==> config.mk <==
export PLATFORM = sky130hd
export DESIGN_NAME = tdpg_mod_unit
export DESIGN_NICKNAME = d
export VERILOG_FILES = /design/src/rtl/assert_macros.svh /design/src/rtl/tdpg_pkg.sv /design/src/rtl/tdpg_mod_unit.sv
export SDC_FILE = /design/constraint.sdc
export NUM_CORES = 1
export LEC_CHECK = 0
export ABC_CLOCK_PERIOD_IN_PS = 3300
export BUFFER_PORTS_ARGS = -buffer_cell sky130_fd_sc_hd__buf_2
export CORE_UTILIZATION = 59
export CTS_BUF_LIST = sky130_fd_sc_hd__clkbuf_4 sky130_fd_sc_hd__clkbuf_8
export DETAILED_ROUTE_END_ITERATION = 12
export GPL_TIMING_DRIVEN = 0
export MAX_ROUTING_LAYER = met4
export PLACE_DENSITY = 0.81
export SLEW_MARGIN = 20
export SYNTH_ARGS = -nofsm -noshare
export SYNTH_HDL_FRONTEND = slang
export SYNTH_SLANG_ARGS = --single-unit
==> constraint.sdc <==
create_clock -name clk -period 3.3 [get_ports clk]
set_input_delay 0.165 -clock clk [delete_from_list [all_inputs] [get_ports clk]]
set_output_delay 0.165 -clock clk [all_outputs]
set_load 0.02 [all_outputs]
==> src/rtl/assert_macros.svh <==
// Assertion macros used by the top-level RTL file
`ifndef ASSERT_MACROS_SVH
`define ASSERT_MACROS_SVH

// same-cycle implication, checked on the rising edge of clk outside reset
`define ASSERT_NOW(label, ante, cons, msg) \
  label: assert property (@(posedge clk) disable iff (rst) (ante) |-> (cons)) \
    else $error(msg);

// next-cycle implication
`define ASSERT_NEXT(label, ante, cons, msg) \
  label: assert property (@(posedge clk) disable iff (rst) (ante) |=> (cons)) \
    else $error(msg);

`endif

==> src/rtl/tdpg_pkg.sv <==
// Package: shared constants, state codes and status types of the prime generator
`timescale 1ns / 1ps

package tdpg_pkg;

  localparam int DEFAULT_TABLE_DEPTH = 1024;
  localparam int DEFAULT_VALUE_WIDTH = 32;
  localparam int CAND_W              = 32;
  localparam int COUNT_W             = 11;
  localparam int FIRST_PRIME         = 2;
  localparam logic [COUNT_W-1:0] TARGET_RESET = 11'd1024;

  typedef enum logic [4:0] {
    ST_IDLE   = 5'b00001,
    ST_LOAD   = 5'b00010,
    ST_START  = 5'b00100,
    ST_RUN    = 5'b01000,
    ST_FINISH = 5'b10000
  } state_t;

  typedef struct packed {
    logic done;
    logic zero;
  } div_status_t;

endpackage

==> src/rtl/tdpg_mod_unit.sv <==
// Iterative restoring remainder unit: one dividend bit per cycle
`timescale 1ns / 1ps

module tdpg_mod_unit import tdpg_pkg::*; #(
  parameter int WIDTH = DEFAULT_VALUE_WIDTH
) (
  input  logic             clk,
  input  logic             rst,
  input  logic             start,
  input  logic [WIDTH-1:0] dividend,
  input  logic [WIDTH-1:0] divisor,
  output div_status_t      status
);

  localparam int CW = $clog2(WIDTH);

  logic             busy;
  logic             done;
  logic [CW-1:0]    cnt;
  logic [WIDTH-1:0] dvd;
  logic [WIDTH-1:0] dsr;
  logic [WIDTH:0]   rem;
  logic [WIDTH:0]   shifted;
  logic [WIDTH+1:0] diff;
  logic [WIDTH:0]   rem_next;

  always_comb begin
    shifted  = {rem[WIDTH-1:0], dvd[WIDTH-1]};
    diff     = {1'b0, shifted} - {2'b00, dsr};
    rem_next = diff[WIDTH+1] ? shifted : diff[WIDTH:0];
  end

  always_ff @(posedge clk) begin
    if (rst) begin
      busy <= 1'b0;
      done <= 1'b0;
      cnt  <= '0;
    end else begin
      done <= 1'b0;
      if (start) begin
        busy <= 1'b1;
        cnt  <= '0;
      end else if (busy) begin
        cnt <= cnt + 1'b1;
        if (cnt == CW'(WIDTH - 1)) begin
          busy <= 1'b0;
          done <= 1'b1;
        end
      end
    end
  end

  always_ff @(posedge clk) begin
    if (start) begin
      dvd <= dividend;
      dsr <= divisor;
      rem <= '0;
    end else if (busy) begin
      dvd <= {dvd[WIDTH-2:0], 1'b0};
      rem <= rem_next;
    end
  end

  assign status.done = done;
  assign status.zero = (rem == '0);

endmodule

==> metrics.yaml <==
global_route:
  grt_pass1_wl_um: 24400
  grt_max_degree: 34
  grt_overflow_total: 0
  antenna_found_initial: 0
  grt.total_usage: 0.297
  grt_pass1_vias: 5058
timing:
  tightestPinTransition_ns: 0.826
  fin_setup_tns_ns: 0
  fin_ws_ns: 0.257
  slew_headroom: 0.449
  fin_crit_ns: 3.04
  timing.final.crit_share: 0.922
  setup_violations: 0
  hold_violations: 0
  max_freq_mhz: 329
  fin_skew_ns: 0.0195
  slew_violations: 0
  rsz0062_at_grt: "false"
route:
  wl_met1_um: 6230
  drt_first_pass_iters: 5
  maxUsedRoutingLayer: "met4"
  vias: 5122
  drtIter0Drc: 290
  drc: 0
  routed_wl_um: 14900
  wl_per_cell_um: 17.3
  wl_met2_um: 7240
  wl_met3_um: 1020
  ant_nets: 0
  vias_per_cell: 5.93
synthesis:
  syn_area_um2: 6100
  ys_seq_elements: 104
  ys.flop_type: "edfxtp_1"
  syn_nets: 717
  syn_inst: 615
  avgSynthCellArea_um2: 9.92
  synth_edf_count: 64
  async_flop_share: 0
  yosysWarnings: 0
  yosys.cell_types.count: 65
  yosysSeqAreaShare: 0.446
clocking:
  clk_pin_slew_ns: 0.11
  cts_sinks: 104
  cts_buffers: 9
  clk_latency_ns: 0.40
  cts_buffer_depth: 2
  htreeDepth: 3
  cts_resized: 0
  post_cts_buffers: 0
  cts_hold_buf: 32
  cts_root_buf: "clkbuf_8"
  cts_tree: "built"
critical_path:
  required_ns: 3.55
  cp_max_fo: 10
  cp_top_family: "compound AO/OA/AOI/OAI gates"
  cp_num_buf_inv: 2
  max_stage_delay_ns: 0.53
  slowest_stage: "a21oi_2"
  crit_type: "flip-flop to flip-flop"
  cp-end-kind: "flip-flop"
  arrival_ns: 3.29
  worst_setup_path_start_kind: "flip-flop"
  path_cells: "inv_1 -> ha_1 -> a21oi_1 -> o21a_1 -> o22ai_1 -> or3_1 -> a21oi_2 -> nand2_4 -> buf_4 -> nand3_1 -> a41oi_1"
final_layout:
  antenna_cells: 0
  final_util: 0.722
  final_common_cell: "buf_2"
  nFillCells: 759
  drive_gt1_frac: 0.190
  finalNetCount: 828
  final_cell_mix: "73 x buf_2, 71 x nand2_1, 64 x edfxtp_1"
  syn2layout_area_growth_pct: 17.4
placement:
  dp_hpwl_um: 10600
  gp_congestion: 0.957
  numPortBuffers: 68
  post-place-ws_ns: 0.189
pwr:
  p_sw_frac: 0.302
  p_per_area_nw_per_um2: 455
  clockPowerShare: 0.284
  power_leakage_uw: 0.00297
  p_switching_uw: 983
  vdd_drop_max_v: 0.000423
  pwr-share-comb: 0.239
  pwr-share-seq: 0.477
  internal_power_uw: 2270
die:
  die_w_um: 104
  core_area_um2: 9910
  ioPinCount: 69
  initial_core_util: 0.616
  rows: 36
  die_y_um: 104
  die_area_um2: 10700
flow_run:
  drv_cap: 0
worst_hold_path:
  hp-class: "input port to flip-flop"
outcome:
  status: "completed"
[cells in the mapped netlist (all sizes together), types with 5 or more instances]
library cell   n  area, µm²
nor3          15       75.1
ha            34        425
inv           43        161
o21a           9       67.6
nor2          39        146
nand4         10       62.6
nand2         73        284
edfxtp        64       1920
a21oi         44        250
nand3          8       40.0
mux2          32        360
a211oi         6       50.1
o21bai         5       37.5
nor4          11       75.1
o21ai         31        159
buf            9       58.8
mux2i         15        150
a21o          10       75.1
xor2          12        105
xnor2         14        123
dfxtp         40        801
clkbuf        21       78.8
a311oi        13        114
[power groups by stage]
stage	logic [µW]	registers (µW)	clock network, µW
after floorplan	543	1560	0
after CTS	766	1550	935
after global routing	849	1560	978
after detailed placement	732	1580	0
final	778	1550	926
after global placement	709	1570	0
[per-layer routing]
metal / track usage / up-vias
met2: 0.492 / 203
li1: - / 2477
met3: 0.0529 / 36
met5: - / -
met1: 0.358 / 2406
met4: 0.123 / 0
[registers in the layout, indices dropped and copies added, names as in the netlist]
name / flops
busy: 1
dsr: 32
dvd: 32
rem: 33
cnt: 5
done: 1
[cell families (layout without fill, tap and decap cells)]
kind of cell	after synthesis	in the layout	synth area share
AO/OA/AOI/OAI	151	151	0.172
XOR/XNOR	26	26	0.0373
adder cells (fa/ha/maj)	35	35	0.0730
buffers and inverters	73	189	0.0490
flip-flops	104	104	0.446
multiplexers	47	47	0.0837
AND/OR/NAND/NOR	179	179	0.138
[final cells by class]
cell class | instances | area (µm²) | area share
well taps | 133 | 166 | 0.0232
plain buffers | 30 | 138 | 0.0192
flip-flops and latches | 104 | 2720 | 0.380
repair buffers | 100 | 661 | 0.0923
inverters | 43 | 161 | 0.0225
clock buffers | 10 | 131 | 0.0184
clock inverters | 6 | 100 | 0.0140
multi-input cells | 438 | 3080 | 0.430
[worst paths after layout]
check / cells after the start / slack (ns) / from / end
hold / removal: 2 / 0.03 / rst / cnt[0]$_SDFFE_PP0P_
hold reg to reg: 2 / 0.50 / rem[17]$_SDFFE_PP0P_ / rem[17]$_SDFFE_PP0P_
setup reg to reg: 11 / 0.26 / dsr[18]$_DFFE_PP_ / rem[21]$_SDFFE_PP0P_
setup / recovery: 11 / 0.26 / dsr[18]$_DFFE_PP_ / rem[21]$_SDFFE_PP0P_
[through the flow]
step                area (µm²)  hold WS [ns]  cells  total power, µW
finish                    7160        0.0283    864             3250
global route              7160        0.0276    864             3390
CTS                       7160       0.00520    864             3250
detailed placement        6610         0.343    816             2310
global placement          6610         0.341    816             2280
floorplan                 6100         0.237    615             2100
Note: power is estimated with default switching activity, not from simulation.
